### config.mk
export PLATFORM = sky130hd
export DESIGN_NAME = char_lcd_text_cursor_commander_flat
export DESIGN_NICKNAME = d
export VERILOG_FILES = /design/src/rtl/core/lcdc_pkg.sv /design/src/rtl/core/lcdc_if.sv /design/src/rtl/core/lcdc_decode.sv /design/src/rtl/core/char_lcd_text_cursor_commander.sv /design/src/flat_wrapper.sv
export SDC_FILE = /design/constraint.sdc
export NUM_CORES = 1
export LEC_CHECK = 0
export BUFFER_PORTS_ARGS = -buffer_cell sky130_fd_sc_hd__buf_2
export CORE_MARGIN = 1.5
export CORE_UTILIZATION = 45
export DETAILED_ROUTE_END_ITERATION = 10
export PLACE_DENSITY = 0.66
export SETUP_SLACK_MARGIN = 0.05
export SLEW_MARGIN = 20
export SYNTH_ARGS = -nofsm -noshare
export SYNTH_HDL_FRONTEND = slang
export SYNTH_HIERARCHICAL = 1
export SYNTH_SLANG_ARGS = --single-unit
### constraint.sdc
create_clock -name clock -period 10.4 [get_ports clock]
set_input_delay 0.52 -clock clock [delete_from_list [all_inputs] [get_ports clock]]
set_output_delay 0.52 -clock clock [all_outputs]
set_load 0.05 [all_outputs]
### src/rtl/core/lcdc_pkg.sv
// shared types, codes and helpers of the character lcd text and cursor commander
package lcdc_pkg;

   localparam int COLUMNS = 16;
   localparam logic [3:0] LAST_COL = 4'(COLUMNS - 1);

   localparam int MAX_BYTES = 4;
   localparam int CNT_W = $clog2(MAX_BYTES + 1);
   localparam int IDX_W = $clog2(MAX_BYTES);

   localparam logic [2:0] OP_PUT_CHAR = 3'd0;
   localparam logic [2:0] OP_SET_COL  = 3'd1;
   localparam logic [2:0] OP_SET_ROW  = 3'd2;
   localparam logic [2:0] OP_SET_ADDR = 3'd3;
   localparam logic [2:0] OP_HOME     = 3'd4;
   localparam logic [2:0] OP_CLEAR    = 3'd5;

   localparam logic [7:0] CMD_SET_ADDR = 8'h80;
   localparam logic [7:0] CMD_CLEAR    = 8'h01;
   localparam logic [7:0] CMD_HOME     = 8'h02;

   localparam logic [7:0] CH_SPACE = 8'h20;
   localparam logic [7:0] CH_CR    = 8'h0D;
   localparam logic [7:0] CH_LF    = 8'h0A;
   localparam logic [7:0] CH_BS    = 8'h08;

   typedef struct packed {
      logic       is_data;
      logic [7:0] lcd_byte;
   } item_type;

   typedef struct packed {
      logic [CNT_W-1:0]          count;
      item_type [MAX_BYTES-1:0]  items;
      logic [6:0]                next_addr;
   } decode_type;

   function automatic item_type addr_item(input logic [6:0] addr);
      item_type it;
      it.is_data  = 1'b0;
      it.lcd_byte = CMD_SET_ADDR | {1'b0, addr};
      return it;
   endfunction

   function automatic item_type cmd_item(input logic [7:0] cmd);
      item_type it;
      it.is_data  = 1'b0;
      it.lcd_byte = cmd;
      return it;
   endfunction

   function automatic item_type data_item(input logic [7:0] ch);
      item_type it;
      it.is_data  = 1'b1;
      it.lcd_byte = ch;
      return it;
   endfunction

endpackage

### src/rtl/core/lcdc_if.sv
// valid/ready channel interfaces for requests and result bytes
interface lcdc_req_if;
   logic       valid;
   logic       ready;
   logic [2:0] op;
   logic [7:0] value;

   modport source (output valid, output op, output value, input ready);
   modport sink   (input valid, input op, input value, output ready);
endinterface

interface lcdc_rsp_if;
   logic       valid;
   logic       ready;
   logic       is_data;
   logic [7:0] lcd_byte;
   logic       last;

   modport source (output valid, output is_data, output lcd_byte, output last, input ready);
   modport sink   (input valid, input is_data, input lcd_byte, input last, output ready);
endinterface

### src/rtl/core/lcdc_decode.sv
// turns one request and the cursor address into its byte sequence and next address
module lcdc_decode
   import lcdc_pkg::*;
(
   input  logic [2:0] op,
   input  logic [7:0] value,
   input  logic [6:0] addr,
   output decode_type dec
);

   logic [3:0] col;
   logic [6:0] bs_addr;
   logic [6:0] bs_wrap_addr;
   logic [6:0] wrap_addr;

   assign col          = addr[3:0];
   // backspace target: left one cell, or last column of the other row
   assign bs_addr      = (col == 4'd0) ? {~addr[6], addr[5:4], LAST_COL}
                                       : {addr[6:4], col - 4'd1};
   assign bs_wrap_addr = {~bs_addr[6], bs_addr[5:4], 4'd0};
   assign wrap_addr    = {~addr[6], addr[5:4], 4'd0};

   always_comb begin
      dec.count     = '0;
      dec.items     = '0;
      dec.next_addr = addr;
      case (op)
         OP_PUT_CHAR: begin
            if (value == CH_CR) begin
               dec.next_addr = {addr[6:4], 4'd0};
               dec.items[0]  = addr_item({addr[6:4], 4'd0});
               dec.count     = CNT_W'(1);
            end else if (value == CH_LF) begin
               dec.next_addr = {~addr[6], addr[5:0]};
               dec.items[0]  = addr_item({~addr[6], addr[5:0]});
               dec.count     = CNT_W'(1);
            end else if (value == CH_BS) begin
               dec.next_addr = bs_addr;
               dec.items[0]  = addr_item(bs_addr);
               dec.items[1]  = data_item(CH_SPACE);
               if (bs_addr[3:0] >= LAST_COL) begin
                  dec.items[2] = addr_item(bs_wrap_addr);
                  dec.items[3] = addr_item(bs_addr);
                  dec.count    = CNT_W'(4);
               end else begin
                  dec.items[2] = addr_item(bs_addr);
                  dec.count    = CNT_W'(3);
               end
            end else begin
               dec.items[0] = data_item(value);
               if (col >= LAST_COL) begin
                  dec.next_addr = wrap_addr;
                  dec.items[1]  = addr_item(wrap_addr);
                  dec.count     = CNT_W'(2);
               end else begin
                  dec.next_addr = {addr[6:4], col + 4'd1};
                  dec.count     = CNT_W'(1);
               end
            end
         end
         OP_SET_COL: begin
            dec.next_addr = {addr[6:4], value[3:0]};
            dec.items[0]  = addr_item({addr[6:4], value[3:0]});
            dec.count     = CNT_W'(1);
         end
         OP_SET_ROW: begin
            dec.next_addr = {value[0], addr[5:0]};
            dec.items[0]  = addr_item({value[0], addr[5:0]});
            dec.count     = CNT_W'(1);
         end
         OP_SET_ADDR: begin
            dec.next_addr = value[6:0];
            dec.items[0]  = addr_item(value[6:0]);
            dec.count     = CNT_W'(1);
         end
         OP_HOME: begin
            dec.next_addr = 7'd0;
            dec.items[0]  = cmd_item(CMD_HOME);
            dec.count     = CNT_W'(1);
         end
         OP_CLEAR: begin
            dec.next_addr = 7'd0;
            dec.items[0]  = cmd_item(CMD_CLEAR);
            dec.count     = CNT_W'(1);
         end
         default: begin
            dec.count = '0;
         end
      endcase
   end

endmodule

### src/rtl/core/char_lcd_text_cursor_commander.sv
// top level: request register, decode, and result byte serializer
// the first result byte is offered from the serializer register, which is loaded from
//   the request register once the serializer is free
// throughput: one request per cycle for requests of one byte while the result port
//   does not stall; a request that makes n bytes holds the result port for all n bytes, up to 4 (backspace)
// the result serializer sends one byte per cycle while the result port is ready and sets the sustained rate
// reset: synchronous, clears the cursor address to 0 and drops pending requests
module char_lcd_text_cursor_commander
   import lcdc_pkg::*;
(
   input  logic       clock,
   input  logic       reset,
   lcdc_req_if.sink   req_ch,
   lcdc_rsp_if.source rsp_ch
);

   // request register
   logic       req_valid_ff, req_valid_in;
   logic [2:0] req_op_ff;
   logic [7:0] req_value_ff;

   // cursor address: column [3:0], block [5:4], row [6]
   logic [6:0] cursor_ff, cursor_in;

   // serializer holding the bytes of one request
   item_type [MAX_BYTES-1:0] ser_buf_ff;
   logic [CNT_W-1:0]         ser_cnt_ff, ser_cnt_in;
   logic [IDX_W-1:0]         ser_idx_ff, ser_idx_in;

   decode_type dec;
   logic       req_take;
   logic       rsp_take;
   logic       ser_last;
   logic       ser_free;
   logic       consume;
   logic       load;
   item_type   cur_item;

   lcdc_decode u_decode (
      .op    (req_op_ff),
      .value (req_value_ff),
      .addr  (cursor_ff),
      .dec   (dec)
   );

   // result port
   assign cur_item        = ser_buf_ff[ser_idx_ff];
   assign ser_last        = ({1'b0, ser_idx_ff} == CNT_W'(ser_cnt_ff - CNT_W'(1)));
   assign rsp_ch.valid    = (ser_cnt_ff != '0);
   assign rsp_ch.is_data  = cur_item.is_data;
   assign rsp_ch.lcd_byte = cur_item.lcd_byte;
   assign rsp_ch.last     = ser_last;
   assign rsp_take        = rsp_ch.valid && rsp_ch.ready;

   // serializer frees up when empty or when its last byte leaves this cycle
   assign ser_free = (ser_cnt_ff == '0) || (rsp_take && ser_last);
   // requests that make no bytes (unknown op) retire without the serializer
   assign consume  = req_valid_ff && ((dec.count == '0) || ser_free);
   assign load     = consume && (dec.count != '0);

   assign req_ch.ready = !req_valid_ff || consume;
   assign req_take     = req_ch.valid && req_ch.ready;

   always_comb begin
      req_valid_in = req_valid_ff;
      if (req_take) begin
         req_valid_in = 1'b1;
      end else if (consume) begin
         req_valid_in = 1'b0;
      end
   end

   // cursor moves when the request hands its bytes over, keeping request order
   assign cursor_in = consume ? dec.next_addr : cursor_ff;

   always_comb begin
      ser_cnt_in = ser_cnt_ff;
      ser_idx_in = ser_idx_ff;
      if (load) begin
         ser_cnt_in = dec.count;
         ser_idx_in = '0;
      end else if (rsp_take) begin
         if (ser_last) begin
            ser_cnt_in = '0;
            ser_idx_in = '0;
         end else begin
            ser_idx_in = ser_idx_ff + IDX_W'(1);
         end
      end
   end

   always_ff @(posedge clock) begin
      if (reset) begin
         req_valid_ff <= 1'b0;
         cursor_ff    <= 7'd0;
         ser_cnt_ff   <= '0;
         ser_idx_ff   <= '0;
      end else begin
         req_valid_ff <= req_valid_in;
         cursor_ff    <= cursor_in;
         ser_cnt_ff   <= ser_cnt_in;
         ser_idx_ff   <= ser_idx_in;
      end
   end

   // payload registers, no reset
   always_ff @(posedge clock) begin
      if (req_take) begin
         req_op_ff    <= req_ch.op;
         req_value_ff <= req_ch.value;
      end
      if (load) begin
         ser_buf_ff <= dec.items;
      end
   end

endmodule

### src/flat_wrapper.sv
// flat-port wrapper written by rule: the top's interface ports become plain ports
module char_lcd_text_cursor_commander_flat import lcdc_pkg::*;
  (clock, reset, req_ch_valid, req_ch_op, req_ch_value, req_ch_ready, rsp_ch_valid, rsp_ch_is_data, rsp_ch_lcd_byte, rsp_ch_last, rsp_ch_ready);
  lcdc_req_if req_ch_i ();
  lcdc_rsp_if rsp_ch_i ();
  input  logic clock;
  input  logic reset;
  input wire logic [$bits(req_ch_i.valid)-1:0] req_ch_valid;
  input wire logic [$bits(req_ch_i.op)-1:0] req_ch_op;
  input wire logic [$bits(req_ch_i.value)-1:0] req_ch_value;
  output wire logic [$bits(req_ch_i.ready)-1:0] req_ch_ready;
  output wire logic [$bits(rsp_ch_i.valid)-1:0] rsp_ch_valid;
  output wire logic [$bits(rsp_ch_i.is_data)-1:0] rsp_ch_is_data;
  output wire logic [$bits(rsp_ch_i.lcd_byte)-1:0] rsp_ch_lcd_byte;
  output wire logic [$bits(rsp_ch_i.last)-1:0] rsp_ch_last;
  input wire logic [$bits(rsp_ch_i.ready)-1:0] rsp_ch_ready;
  assign req_ch_i.valid = req_ch_valid;
  assign req_ch_i.op = req_ch_op;
  assign req_ch_i.value = req_ch_value;
  assign req_ch_ready = req_ch_i.ready;
  assign rsp_ch_valid = rsp_ch_i.valid;
  assign rsp_ch_is_data = rsp_ch_i.is_data;
  assign rsp_ch_lcd_byte = rsp_ch_i.lcd_byte;
  assign rsp_ch_last = rsp_ch_i.last;
  assign rsp_ch_i.ready = rsp_ch_ready;
  char_lcd_text_cursor_commander u_core (.clock(clock), .reset(reset), .req_ch(req_ch_i), .rsp_ch(rsp_ch_i));
endmodule
# [After elaboration in Yosys (flattened, before gate mapping)]
# Index checks and enable logic that the tools add are counted.
[op_classes] reduce_logical=33 n_addsub=4 mux=23 magnitude_cmp=3 bitwise=8 n_eq_ne=14
[ops] cell="case mux 16 bit (6 select lines)" n=1
[ops] cell="2-to-1 mux 16 bit" n=2
[ops] cell="2-to-1 mux 25 bit" n=1
[ops] cell="equality test 8 x 4 -> 1 bit (second input constant)" n=3
[ops] cell="2-to-1 mux 3 bit" n=7
[ops] cell="2-to-1 mux 7 bit" n=3
[ops] cell="OR reduction 5 bit" n=4
[ops] cell="binary-select mux 9 bit (select 2 bit)" n=1
[ops] cell="2-to-1 mux 8 bit" n=2
[ops] cell="nonzero test 5 bit" n=2
[ops] cell="zero test 3 bit" n=3
[ops] cell="2-to-1 mux 9 bit" n=1
[ops] cell="greater-or-equal comparator 4 bit (second input constant)" n=2
[ops] cell="NOT 1 bit" n=8
[ops] cell="OR reduction 4 bit" n=2
[ops] cell="AND reduction 7 bit" n=1
[ops] cell="equality test 3 x 2 -> 1 bit (second input constant)" n=2
[ops] cell="equality test 3 bit (second input constant)" n=2
[ops] cell="!= test 2 bit (second input constant)" n=3
[ops] cell="case mux 3 bit (2 select lines)" n=1
[ops] cell="nonzero test 2 bit" n=3
[ops] cell="nonzero test 3 bit" n=2
[ops] cell="logical AND 1 bit" n=5
[ops] cell="AND reduction 5 bit" n=1
[ops] cell="19 further kinds" n=23
[word_totals] inputBits=15 out_inout_bits=12 word_cells=105 regBits=60

# [Logic depth before layout (Yosys ltp)]
# Gate-level depths: netlist of the first run.
[depth] word_depth=14 mapped_depth=13 depth_no_buf=10

# [By module]
# Netlist of the first run, hierarchy kept.
[modules_own_cells] mod="char_lcd_text_cursor_commander" seq_area_each_um2=1671.6 cells_per_inst=126 area_each_um2=2247.2 n_inst=1
[modules_own_cells] mod="lcdc_decode" seq_area_each_um2=0.0 cells_per_inst=197 area_each_um2=1261.2 n_inst=1

# [Worst setup path after synthesis of the first run]
# Ideal clock, no wire load.
[synth_timing] path_type="register to register" start="register u_core.cursor_ff[0]" end="register u_core/ser_buf_ff[0] (netlist name) (enable)" path_slack_ns=6.708 synth_period_minus_slack_ns=3.692 setup_time_ns=0.397 required_ns=10.003 path_stages_with_launch=12 n_path_buf=2 arrival_ns=3.296 cell_sequence="dfxtp_1 -> buf_2 -> inv_1 -> ha_1 -> o22ai_1 -> nand2_1 -> o41a_1 -> or3_1 -> nand2_1 -> o21a_2 -> buf_6 -> and2_1"
[synth_lines] element="start, declared" line_no="char_lcd_text_cursor_commander.sv:23" text="logic [6:0] cursor_ff, cursor_in;"
[synth_lines] element="start signal, assigned" line_no="char_lcd_text_cursor_commander.sv:100" text="cursor_ff <= cursor_in;"
[synth_lines] element="end signal, assigned" line_no="char_lcd_text_cursor_commander.sv:113" text="ser_buf_ff <= dec.items;"
[synth_lines] element="end, declared" line_no="char_lcd_text_cursor_commander.sv:26" text="item_type [MAX_BYTES-1:0] ser_buf_ff;"

==> results.cfg, run 1 <==
[logic_synthesis]
synth_area_mm2 = 0.00351
ys_types = 65
syn_avg_cell_area_um2 = 10.9
syn_inst = 323
synth_sequential_area_ratio_pct = 47.6
yosys_most_used_dff = edfxtp_1
synth_edf_count = 47
yosys_warnings = 6
ys_ff_latch = 60
synthArstFlopShare_pct = 0

[layout]
multiInputGateArea_mm2 = 0.00161
mostFrequentLayoutCells = edfxtp_1 (47), nand2_1 (31), buf_2 (26)
fin_nets = 357
final_core_util_pct = 50.0
seqCellArea_mm2 = 0.00167
final_common_cell = edfxtp_1
area_growth_pct = 8.88
n_fill_cell = 671
n_antenna_cell = 0
drive_gt1_share_pct = 19.4

[clock_network]
ctsRootBufferMaster = clkbuf_8
cts_buffer_depth = 2
post_cts_resize_count = 0
cts_setup_buffers = 0
clock-sinks = 60
path_clk_slew_ns = 0.08
htreeDepth = 3
clk_latency_ns = 0.34
cts-hold-fix-buffers = 0
cts_tree = built
cts_buffers = 9

[timing]
setup_tns_ns = 0
finalCritPeriodShare_pct = 38.0
tightest_slew_ns = 0.878
fin_skew_ns = 0.0118
hold_viol = 0
maxSlewViolCount = 0
fmax_mhz = 253
relSlewSlack_pct = 41.0
setup_violations = 0
rsz0062_at_grt = no
min_period_ns = 3.95

[outcome]
run_status = complete, no violations

[flow_run]
maxCapViolCount = 0

[global_routing]
antenna_found_initial = 0
grt.total_usage_pct = 19.7
grt_overflow = 0
first_global_vias = 2499
grt_pass1_wl_mm = 12.6
grt_max_degree = 37

[critical_path]
r2r_slack_ns = 6.48
critical_path.endpoint_type = output pin
slowest_stage = nor3_1
worstReg2RegStart = u_core/req_op_ff[2]
cp-endpoint = req_ch_ready
arrival_ns = 3.43
crit_path_frequent_cell = or3_1
crit_path_start_kind = flop
cp.required_ns = 9.88
cpPeakStageDelay_ns = 0.80
path_class = flop to output pin
reg2reg_depth = 8
crit_start = u_core/req_op_ff[2]
cp_cell_sequence = nor3_1 > o21ai_0 > o41a_1 > or3_1 > nand2_1 > or3_1 > buf_2
r2r-end = u_core/ser_buf_ff[18]
path_max_fanout = 18

[placed_design]
dp_hpwl_mm = 5.59
gp_congestion = 0.886
io_buffers = 26

[die]
start_util_pct = 45.9
core_area_mm2 = 0.00765
die_w_um = 91.3
num_io_pins = 27
num_rows = 32
die-area_mm2 = 0.00833
die_y_um = 91.3

[detailed_routing]
finalWirelength_mm = 7.67
final_antenna_net_count = 0
drt_iter0_drc = 216
drt_first_pass_iters = 5
vias = 2560
route.detailed.drc = 0
wl_per_cell_um = 17.3
vias_per_cell = 5.79

[pwr]
totalPowerFinal_uw = 568
vdd_drop_max_mv = 0.0752
p_per_area_mw_per_mm2 = 149
leakagePower_nw = 1.30

[worst_hold_path]
holdCritPathClass = primary input to flop
==> cells by family after synthesis <==
group                      after synthesis  share of synthesized area [%]
adders and majority gates                7                           2.50
DFF                                     60                           47.6
other                                    1                          0.107
xor gates and xnor gates                 6                           1.50
buffers and inverters                   47                           6.99
muxes                                   17                           8.06
and+or+nand+nor                        105                           16.6
AOI/OAI and AO/OA                       80                           16.6
==> state kept, by name, summed over array words and instances (netlist names) <==
register / flops
u_core/cursor_ff: 7
u_core/req_op_ff: 3
u_core/req_valid_ff: 1
u_core/req_value_ff: 8
u_core/ser_buf_ff: 36
u_core/ser_cnt_ff: 3
u_core/ser_idx_ff: 2
==> stage by stage <==
stage                     hold slack, ns  instances  worst slack (ns)  cell area, µm²
after global routing               0.334        442              6.21            3820
final                              0.345        442              6.45            3820
after global placement             0.465        426              6.69            3610
after floorplan                    0.442        328              6.71            3530
after CTS                          0.331        442              6.46            3820
after detailed placement           0.469        426              6.58            3610
==> layer usage <==
metal | vias up | GRT usage (%) | share of wire [%]
met1 | 1212 | 25.6 | 45
met3 | 24 | 4.36 | 5.0
met5 | - | 0 | 0
met2 | 98 | 30.6 | 46
met4 | 0 | 10.4 | 4.0
li1 | 1226 | - | -
==> how the worst min path moves through the flow <==
stage | from | to | slack [ns] | cells past startpoint
6_report | req_ch_value[3] | u_core/req_value_ff[3] | 0.35 | 1
5_1_grt | req_ch_value[3] | u_core/req_value_ff[3] | 0.33 | 1
4_1_cts | req_ch_value[3] | u_core/req_value_ff[3] | 0.33 | 1
3_5_place_dp | u_core/ser_cnt_ff[1] | u_core/ser_cnt_ff[1] | 0.47 | 1
3_3_place_gp | u_core/ser_cnt_ff[1] | u_core/ser_cnt_ff[1] | 0.47 | 1
2_1_floorplan | u_core/ser_cnt_ff[1] | u_core/ser_cnt_ff[1] | 0.44 | 1
==> power breakdown <==
part	total, mW	switching [mW]	internal [mW]	leakage, nW
Clock	0.221	0.102	0.119	0.107
Combinational	0.0635	0.0412	0.0222	0.659
Sequential	0.283	0.0127	0.271	0.531
==> cell usage after synthesis, drive strengths merged, types with 2 or more instances <==
cell type	n	area (µm²)
buf	19	135
a211oi	5	37.5
nor3b	3	22.5
edfxtp	47	1410
a21oi	17	85.1
a21boi	2	15.0
nor2b	4	25.0
nor2	15	56.3
mux2i	8	80.1
a22o	2	18.8
or4	2	16.3
inv	14	52.6
a22oi	2	15.0
o32ai	2	17.5
dfxtp	13	260
a31o	2	17.5
a32o	4	40.0
and3	5	31.3
and2	11	68.8
mux4	9	203
nor4b	2	23.8
o211ai	2	15.0
nor3	12	60.1
nand3	4	32.5
clkbuf	12	45.0
a221oi	5	43.8
xnor2	5	43.8
o22ai	2	12.5
nand2b	2	12.5
a31oi	3	18.8
o21bai	2	15.0
clkinv	2	12.5
o21ai	16	80.1
or3	7	43.8
nand2	31	116
o221ai	3	26.3
ha	7	87.6
==> worst max-delay path: cells and delay by family (launching register included) <==
family / cells / cell delay, ns
buf+inv: 1 / 0.27
simple gates: 4 / 1.43
compound gates: 2 / 0.78
flops: 1 / 0.61
==> area by class of cell <==
type                            instances  area share (%)
Sequential cell                        60            43.8
Multi-Input combinational cell        221            42.2
Clock buffer                           10            3.60
Timing Repair Buffer                   27            3.60
Tap cell                              102            3.34
Clock inverter                          6            1.83
Inverter                               16            1.70
Power figures use the tool's default switching activity.
==> run 2, diff against run 1 <==
PLACE_DENSITY = 0.68   (was 0.66)
clock period = 3.57 ns   (was 10.4 ns; I/O delays follow)
==> run 2 against run 1 <==
Against the previous run:
- die area unchanged
- sequential power increased to 2.9 times the previous value
- combinational power increased to 3.4 times the previous value
- flip-flop and latch count unchanged
- critical path depth increased by 2
- first-iteration DRC count increased by 42%
- register-to-register slack got worse by 6.1 ns
- sequential share of layout area decreased by 3.0 points
- clock-buffer cell count unchanged
- largest power group is now the clock network
==> results.cfg, run 2 (synthesized netlist as in run 1, its figures left out) <==
[clock_network]
ctsRootBufferMaster = clkbuf_8
htreeDepth = 3
cts_buffers = 9
path_clk_slew_ns = 0.08
clock-sinks = 60
cts_buffer_depth = 2
clk_latency_ns = 0.35
cts_tree = built

[timing]
finalCritPeriodShare_pct = 89.1
tightest_slew_ns = 0.729
maxSlewViolCount = 0
hold_viol = 0
min_period_ns = 3.18
rsz0062_at_grt = no
setup_violations = 0
fin_skew_ns = 0.0119
setup_ws_ns = 0.389
setup_tns_ns = 0
relSlewSlack_pct = 51.3
fmax_mhz = 314

[detailed_routing]
final_antenna_net_count = 0
drt_iter0_drc = 306
vias_per_cell = 5.77
wl_per_cell_um = 16.9
vias = 2691
finalWirelength_mm = 7.87
route.detailed.drc = 0
drt_first_pass_iters = 5

[critical_path]
reg2reg_depth = 9
arrival_ns = 3.16
crit_family = simple AND/OR/NAND/NOR gates
path_max_fanout = 11
crit_buf_inv = 1
path_class = flop to flop
crit_path_start_kind = flop
slowest_stage = and2_1
cp_cell_sequence = inv_1 > ha_1 > o22ai_1 > nand2_1 > o41a_1 > or3_1 > nand2_1 > or3_1 > and2_1
critical_path_depth = 9
cpPeakStageDelay_ns = 0.49
cp.required_ns = 3.55
critical_path.endpoint_type = flop

[die]
die-area_mm2 = 0.00833
die_w_um = 91.3
start_util_pct = 45.9
num_rows = 32
num_io_pins = 27
die_y_um = 91.3
core_area_mm2 = 0.00765

[global_routing]
grt_pass1_wl_mm = 12.4
grt_overflow = 0
grt.total_usage_pct = 19.7
grt_max_degree = 29
first_global_vias = 2464
antenna_found_initial = 0

[layout]
n_antenna_cell = 0
top_register = u_core/ser_buf_ff
final_common_cell = edfxtp_1
reg.largest.list = u_core/ser_buf_ff: 36 flops, u_core/req_value_ff: 8 flops, u_core/cursor_ff: 7 flops
fin_cells = 466
n_fill_cell = 673
mostFrequentLayoutCells = edfxtp_1 (47), nand2_1 (31), buf_2 (26)
area_growth_pct = 17.0
largest_reg_flops = 36
fin_nets = 381
drive_gt1_share_pct = 22.0

[pwr]
p_per_area_mw_per_mm2 = 455
leakagePower_nw = 1.44
pwr-share-clk_pct = 44.7
seqPwrFrac_pct = 43.6
netSwitchingPower_uw = 441
intPower_mw = 1.43
combPwrFrac_pct = 11.7
vdd_drop_max_mv = 0.232
netSwitchingFraction_pct = 23.6

[worst_hold_path]
whs_path_depth = 2
holdCritPathClass = primary input to flop

[placed_design]
dp.cells = 439
io_buffers = 26
place_ws_ns = 0.444
gp_congestion = 1.03
dp_hpwl_mm = 5.51

[flow_run]
maxCapViolCount = 0

[outcome]
run_status = complete, no violations
[run 2: area by class of cell]
| class | count | area (µm²) | share of cell area, % |
|---|---|---|---|
| timing repair buffer | 51 | 358 | 8.72 |
| clock buffer | 10 | 138 | 3.35 |
| sequential | 60 | 1670 | 40.7 |
| inverter | 16 | 65.1 | 1.58 |
| tap | 102 | 128 | 3.11 |
| clock inverter | 6 | 134 | 3.26 |
| multi-input combinational | 221 | 1610 | 39.3 |
[run 2: routing by layer]
metal | GRT usage, % | vias up | wire, µm
met4 | 7.94 | 0 | 149
met1 | 25.6 | 1256 | 3390
met3 | 6.45 | 18 | 731
met5 | 0 | - | 0
li1 | - | 1279 | -
met2 | 30.3 | 138 | 3600
[run 2: final timing paths]
| kind | from | to | slack [ns] |
|---|---|---|---|
| max | u_core/cursor_ff[1] | u_core/req_value_ff[6] | 0.39 |
| min | reset | u_core/req_valid_ff | 0.04 |
| max reg2reg | u_core/cursor_ff[1] | u_core/req_value_ff[6] | 0.39 |
| min reg2reg | u_core/ser_cnt_ff[1] | u_core/ser_cnt_ff[1] | 0.50 |
[run 2: timing repair]
action / CTS / global route
gates resized for setup: 0 / 0
buffers inserted: 0 / 0
hold endpoints to repair: 11 / 0
hold buffers: 11 / 0
[run 2: metrics by stage]
| stage | util, % | hold WS (ns) | total power [mW] | cell area, µm² |
|---|---|---|---|---|
| finish | 53.7 | 0.0429 | 1.87 | 4110 |
| global route | 53.7 | 0.0327 | 1.93 | 4110 |
| CTS | 53.7 | 0.0269 | 1.88 | 4110 |
| detailed placement | 48.7 | 0.357 | 1.04 | 3720 |
| global placement | 48.7 | 0.355 | 1.03 | 3720 |
| floorplan | - | 0.248 | 0.980 | 3530 |
[run 2: power groups by stage]
stage	Sequential, mW	Combinational (mW)	Clock [mW]
after floorplan	0.813	0.166	0
after detailed placement	0.829	0.207	0
after global routing	0.818	0.236	0.880
after CTS	0.814	0.217	0.852
after global placement	0.827	0.206	0
final	0.814	0.219	0.834
